### src/bb3_pkg.sv
package bb3_pkg;

	// restoring divide steps for a 13-bit dividend (2*sum + count)
	localparam int DIV_STEPS = 13;
	localparam int NUM_W = 13;
	localparam int SUM_W = 12;
	localparam int CNT_W = 4;
	localparam int DEN_W = 5;
	localparam int PIX_W = 24;
	localparam int NBANK = 3;

	typedef enum logic [2:0] {
		ST_IDLE,
		ST_START,
		ST_READ,
		ST_DRAIN,
		ST_DLOAD,
		ST_DIV,
		ST_OUT
	} state_t;

	typedef struct packed {
		logic       wr_en;
		logic [1:0] wr_bank;
		logic       acc_clr;
		logic       rd_en;
		logic       col_ok;
		logic [2:0] bank_mask;
		logic       div_load;
		logic       div_step;
		logic       out_load;
		logic       run_last;
		logic       frame_end;
	} dp_cmd_t;

	typedef struct packed {
		logic out_free;
	} dp_stat_t;

endpackage

### src/bb3_ctrl.sv
module bb3_ctrl #(
	parameter int MAX_WIDTH = 1024
) (
	input  logic                         clk,
	input  logic                         arst_n,
	input  logic [10:0]                  image_width,
	input  logic [15:0]                  image_height,
	input  logic                         restart,
	input  logic                         s_tvalid,
	output logic                         s_tready,
	output bb3_pkg::dp_cmd_t             cmd,
	output logic [$clog2(MAX_WIDTH)-1:0] wr_addr,
	output logic [$clog2(MAX_WIDTH)-1:0] rd_addr,
	input  bb3_pkg::dp_stat_t            stat
);

	localparam int AW = $clog2(MAX_WIDTH);
	localparam int CW = AW + 1;

	bb3_pkg::state_t state_q, state_d;

	logic [CW-1:0] w_e, wm1, cc;
	logic [15:0]   h_e;
	logic [AW-1:0] col_q, col_e;
	logic [15:0]   row_q, row_e;
	logic [1:0]    sel_q;
	logic          accept, at_end, last_row, col_nz;
	logic [3:0]    jobs_new;

	always_comb begin
		if (image_width == '0) begin
			w_e = CW'(1);
		end else if (32'(image_width) > 32'(MAX_WIDTH)) begin
			w_e = CW'(MAX_WIDTH);
		end else begin
			w_e = CW'(image_width);
		end
	end

	assign h_e = (image_height == '0) ? 16'd1 : image_height;
	assign wm1 = w_e - CW'(1);

	always_comb begin
		if (({1'b0, col_q} < w_e) && (row_q < h_e)) begin
			col_e = col_q;
			row_e = row_q;
		end else begin
			col_e = '0;
			row_e = '0;
		end
	end

	assign accept   = s_tvalid && s_tready;
	assign at_end   = {1'b0, col_e} == wm1;
	assign last_row = row_e == (h_e - 16'd1);
	assign col_nz   = col_e != '0;
	// order: previous row (col-1, last col), then last row (col-1, last col)
	assign jobs_new = {last_row && at_end, last_row && col_nz,
		(row_e != '0) && at_end, (row_e != '0) && col_nz};

	logic [3:0]    jobs_q, jpick_q;
	logic [AW-1:0] jcol_q, jc_q;
	logic          jrow1_q, jrow2_q;
	logic [1:0]    jsel_q;
	logic [2:0]    jmask_q;
	logic          jfe_q, jrl_q;
	logic [1:0]    k_q;
	logic [3:0]    div_q;

	logic [3:0]    pick_oh;
	logic [AW-1:0] pick_c;
	logic [2:0]    pick_mask;
	logic [1:0]    mid_b, old_b;

	always_comb begin
		if (jobs_q[0]) begin
			pick_oh = 4'b0001;
		end else if (jobs_q[1]) begin
			pick_oh = 4'b0010;
		end else if (jobs_q[2]) begin
			pick_oh = 4'b0100;
		end else begin
			pick_oh = 4'b1000;
		end
		pick_c = (pick_oh[0] || pick_oh[2]) ? jcol_q - AW'(1) : wm1[AW-1:0];
		mid_b  = (jsel_q == 2'd0) ? 2'd2 : jsel_q - 2'd1;
		old_b  = (jsel_q == 2'd2) ? 2'd0 : jsel_q + 2'd1;
		pick_mask = 3'b001 << jsel_q;
		if (jrow1_q) begin
			pick_mask = pick_mask | (3'b001 << mid_b);
		end
		if ((pick_oh[0] || pick_oh[1]) && jrow2_q) begin
			pick_mask = pick_mask | (3'b001 << old_b);
		end
	end

	always_ff @(posedge clk or negedge arst_n) begin
		if (!arst_n) begin
			state_q <= bb3_pkg::ST_IDLE;
			col_q   <= '0;
			row_q   <= '0;
			sel_q   <= '0;
			jobs_q  <= '0;
			jpick_q <= '0;
			k_q     <= '0;
			div_q   <= '0;
		end else begin
			state_q <= state_d;
			if (restart) begin
				col_q <= '0;
				row_q <= '0;
			end else if (accept) begin
				if (at_end) begin
					col_q <= '0;
					row_q <= last_row ? 16'd0 : row_e + 16'd1;
					sel_q <= (sel_q == 2'd2) ? 2'd0 : sel_q + 2'd1;
				end else begin
					col_q <= col_e + AW'(1);
					row_q <= row_e;
				end
			end
			if (accept) begin
				jobs_q <= jobs_new;
			end else if (state_q == bb3_pkg::ST_OUT && stat.out_free) begin
				jobs_q <= jobs_q & ~jpick_q;
			end
			if (state_q == bb3_pkg::ST_START) begin
				jpick_q <= pick_oh;
				k_q     <= '0;
			end else if (state_q == bb3_pkg::ST_READ) begin
				k_q <= k_q + 2'd1;
			end
			if (state_q == bb3_pkg::ST_DLOAD) begin
				div_q <= '0;
			end else if (state_q == bb3_pkg::ST_DIV) begin
				div_q <= div_q + 4'd1;
			end
		end
	end

	always_ff @(posedge clk) begin
		if (accept) begin
			jcol_q  <= col_e;
			jrow1_q <= row_e != '0;
			jrow2_q <= row_e > 16'd1;
			jsel_q  <= sel_q;
		end
		if (state_q == bb3_pkg::ST_START) begin
			jc_q    <= pick_c;
			jmask_q <= pick_mask;
			jfe_q   <= pick_oh[3];
			jrl_q   <= (jobs_q & ~pick_oh) == '0;
		end
	end

	always_comb begin
		state_d = state_q;
		unique case (state_q)
			bb3_pkg::ST_IDLE: begin
				if (accept && (jobs_new != '0)) begin
					state_d = bb3_pkg::ST_START;
				end
			end
			bb3_pkg::ST_START: state_d = bb3_pkg::ST_READ;
			bb3_pkg::ST_READ: begin
				if (k_q == 2'd2) begin
					state_d = bb3_pkg::ST_DRAIN;
				end
			end
			bb3_pkg::ST_DRAIN: state_d = bb3_pkg::ST_DLOAD;
			bb3_pkg::ST_DLOAD: state_d = bb3_pkg::ST_DIV;
			bb3_pkg::ST_DIV: begin
				if (div_q == 4'(bb3_pkg::DIV_STEPS - 1)) begin
					state_d = bb3_pkg::ST_OUT;
				end
			end
			bb3_pkg::ST_OUT: begin
				if (stat.out_free) begin
					state_d = ((jobs_q & ~jpick_q) != '0) ? bb3_pkg::ST_START
						: bb3_pkg::ST_IDLE;
				end
			end
			default: state_d = bb3_pkg::ST_IDLE;
		endcase
	end

	// column of this read; wraps high for col -1, so one compare covers both edges
	assign cc      = {1'b0, jc_q} + CW'(k_q) - CW'(1);
	assign rd_addr = cc[AW-1:0];
	assign wr_addr = col_e;

	always_comb begin
		s_tready      = 1'b0;
		cmd           = '0;
		cmd.wr_en     = accept;
		cmd.wr_bank   = sel_q;
		cmd.bank_mask = jmask_q;
		cmd.run_last  = jrl_q;
		cmd.frame_end = jfe_q;
		unique case (state_q)
			bb3_pkg::ST_IDLE:  s_tready = 1'b1;
			bb3_pkg::ST_START: cmd.acc_clr = 1'b1;
			bb3_pkg::ST_READ: begin
				cmd.rd_en  = 1'b1;
				cmd.col_ok = cc < w_e;
			end
			bb3_pkg::ST_DRAIN: ;
			bb3_pkg::ST_DLOAD: cmd.div_load = 1'b1;
			bb3_pkg::ST_DIV:   cmd.div_step = 1'b1;
			bb3_pkg::ST_OUT:   cmd.out_load = stat.out_free;
			default: ;
		endcase
	end

endmodule

### config.mk
export PLATFORM = sky130hd
export DESIGN_NAME = bb3_ctrl
export DESIGN_NICKNAME = d
export VERILOG_FILES = /design/src/bb3_pkg.sv /design/src/bb3_ctrl.sv
export SDC_FILE = /design/constraint.sdc
export NUM_CORES = 1
export LEC_CHECK = 0
export ABC_AREA = 1
export BUFFER_PORTS_ARGS = -buffer_cell sky130_fd_sc_hd__clkbuf_2
export CORE_UTILIZATION = 66
export DETAILED_ROUTE_END_ITERATION = 12
export PLACE_DENSITY = 0.86
export SYNTH_ARGS = -nofsm -noshare
export SYNTH_HDL_FRONTEND = slang
export SYNTH_SLANG_ARGS = --single-unit
export TNS_END_PERCENT = 100
### constraint.sdc
create_clock -name clk -period 4.7 [get_ports clk]
set_clock_uncertainty 0.15 [all_clocks]
set_input_delay 0.235 -clock clk [delete_from_list [all_inputs] [get_ports clk]]
set_output_delay 0.235 -clock clk [all_outputs]
set_load 0.1 [all_outputs]
==> results.toml <==
[status]
status = "finished, final reports clean"

[grt]
antenna_found_initial = 0
busiest_layer = "met2"
use_met1_pct = 47.50
grt.overflow.total = 0
first_global_vias = 5816
grt_max_degree = 48
grt_usage_pct = 33.84
met2_usage_pct = 53.23
grt_pass1_wl_mm = 27.42
use_met3_pct = 5.153

[setup_path]
end_kind = "output pin"
critical_path_required_ns = 4.32
crit_type = "register to output pin"
worstPathArrival_ns = 3.92
cp_max_fo = 2
r2r_start = "row_q[5]$_DFFE_PN0P_"
worstSetupStartpoint = "k_q[1]$_DFFE_PN0P_"
cp-start-kind = "register"

[die]
dieArea_um2 = 10580
initial_core_util_pct = 68.37
num_rows = 36
core_um2 = 9819
die-height_um = 102.9
num_io_pins = 67
die_x_um = 102.9

[final_layout]
n_antenna_cell = 0
final_layout_size_suffix_gt1_share_pct = 13.44
areaGrowthSynthToFinish_pct = 9.877
finalNetCount = 1101
final_cells = 1145

[pwr]
ir_drop_mv = 0.7962
power_density_nw_per_um2 = 550.5
power_leakage_nw = 3.847

[route]
routedWlPerCell_um = 14.65
firstDrtPassIters = 5
drc = 0
via_count = 6541
via_per_inst = 5.713
ant_nets = 0
routed_wl_mm = 16.77
drtIter0Drc = 649

[placement]
gp_congestion = 0.9883
post-dp-hpwl_mm = 13.27
placed_cells = 1128
port_buffers = 66

[logic_synthesis]
synth_area_leaders = "dfrtp_1 (17%), edfxtp_1 (13%), nand2_1 (13%)"
synthFlopType = "dfrtp_1"
ys_async_sr_fraction_pct = 60.81
synth_xor_area_share_pct = 4.957
netlist_instances = 942
synth_area_leader_cell = "dfrtp_1"
synth_area_per_cell_um2 = 7.127
yosysWarnings = 0
synthAdderAreaFrac_pct = 11.67
synthMuxAreaShare_pct = 0.1491
synth_edf_count = 29
yosysUniqueCellTypes = 51
synth-seq-cells = 74
synth_compound_area_share_pct = 10.14
synth_top_area_share_pct = 16.77
netlist_area_um2 = 6714
yosysSeqAreaShare_pct = 29.74
synth_top_family_by_area = "simple AND/OR/NAND/NOR gates"
synth-simple-area-share_pct = 32.35
synth_nets = 1036

[clock_tree]
insertion_delay_ns = 0.38
cts.sinks = 74
cts_tree = "built"
htreeDepth = 3
cts_buffers = 9
post_cts_resize_count = 0
clockBufferDepth = 2
cts_root_buf = "clkbuf_8"
path_clk_slew_ns = 0.08

[sta]
setup_violations = 0
relSlewSlack_pct = 48.21
worstMarginPinSlew_ns = 0.7721
slew_violations = 0
final.setup.tns_ns = 0
layout_min_cycle_time_ns = 4.310
fmax_mhz = 232.0
hold_viol_final = 0
period_share_pct = 91.70
rsz0062_at_grt = "no"

[run]
maxCapViolations = 0

[hold_path]
worstHoldStart = "restart"
hold_class = "input port to register"
power by group:
part,switching [mW],internal (mW)
Combinational,2.02,0.571
Clock,0.285,0.257
Sequential,0.0909,0.842
Total,2.39,1.67
per-stage QoR:
stage / setup slack (ns) / hold slack (ns) / total power, mW / util, % / cell area (µm²)
finish: 0.3901 / 0.08068 / 4.061 / 75.13 / 7377
floorplan: 0.1203 / -0.2106 / 3.073 / - / 6740
CTS: 0.3656 / 0.07207 / 4.057 / 75.13 / 7377
detailed placement: 0.4021 / 0.2235 / 3.509 / 72.91 / 7159
global placement: 0.3967 / 0.2166 / 3.458 / 72.91 / 7159
global route: 0.03650 / 0.1154 / 4.322 / 75.13 / 7377
metal layers:
layer / vias up / share of wire [%] / wire length, µm
li1: 3242 / - / -
met1: 2969 / 44 / 7412
met2: 294 / 45 / 7490
met3: 36 / 9.0 / 1506
met4: 0 / 2.2 / 363
met5: - / 0 / 0
path summary, 6_finish.rpt:
| kind | slack (ns) | end | depth (start not counted) |
|---|---|---|---|
| max | 0.39 | cmd[8] | 20 |
| min | 0.08 | row_q[15]$_DFFE_PN0P_ | 4 |
| max reg2reg | 0.92 | col_q[8]$_DFFE_PN0P_ | 18 |
| min reg2reg | 0.33 | div_q[3]$_DFFE_PN0P_ | 1 |
| max in group asynchronous | 3.63 | col_q[4]$_DFFE_PN0P_ | 3 |
| min in group asynchronous | 0.34 | k_q[0]$_DFFE_PN0P_ | 3 |
synth_stat cells (12+ instances only):
cell type and count:
nand2_1 225, inv_1 150, nor2_1 92, ha_1 61, nand3_1 59, dfrtp_1 45, nand4_1 36, o21ai_0 32
edfxtp_1 29, a21oi_1 27, xor2_1 27, nor3_1 26, nand3_2 13, o21ai_1 12, o22ai_1 12
worst max-delay path, stage by stage (launching register included):
cell,delay (ns)
dfrtp_1,0.39
inv_1,0.08
ha_1,0.14
inv_1,0.06
ha_1,0.18
a21oi_1,0.12
inv_1,0.05
a31oi_1,0.23
o21ai_0,0.21
a21oi_1,0.16
o21ai_0,0.14
a21o_1,0.19
a21oi_1,0.14
xor2_1,0.17
ha_1,0.26
nand2_1,0.07
inv_1,0.04
o21ai_0,0.09
nand3_1,0.15
nor3_4,0.21
clkbuf_2,0.48
final cells by class:
class	count	area (µm²)
clock inverters	7	83.83
fillers	831	2442
well taps	133	166.4
inverters	156	585.6
flip-flops and latches	74	1997
clock buffers	9	123.9
multi-input cells	692	4015
repair buffers	74	405.4
layout by cell type (no fill, tap or decap), types with 27 or more instances in the layout:
cell	synthesis	layout
ha_1	61	61
nand3_1	59	59
o21ai_0	32	32
nand4_1	36	36
inv_1	150	150
clkbuf_2	0	66
a21oi_1	27	27
edfxtp_1	29	29
nand2_1	225	225
dfrtp_1	45	45
nor2_1	92	91
cells by family after synthesis:
logic type | count (synthesis)
flops | 74
buf+inv | 176
fa+ha+maj | 62
mux | 1
compound gates | 115
simple gates | 476
xor+xnor | 38
state kept, by name, summed over array words and instances, names as in the netlist, 4 cells and up:
signal and cells:
jobs_q 4, jc_q 10, div_q 4, row_q 16
col_q 10, jpick_q 4, jcol_q 10
repair_timing:
item	4_1_cts	5_1_grt
hold endpoints to repair	45	0
setup buffers	0	0
hold buffers	1	0
Note: power is estimated with default switching activity, not from simulation.
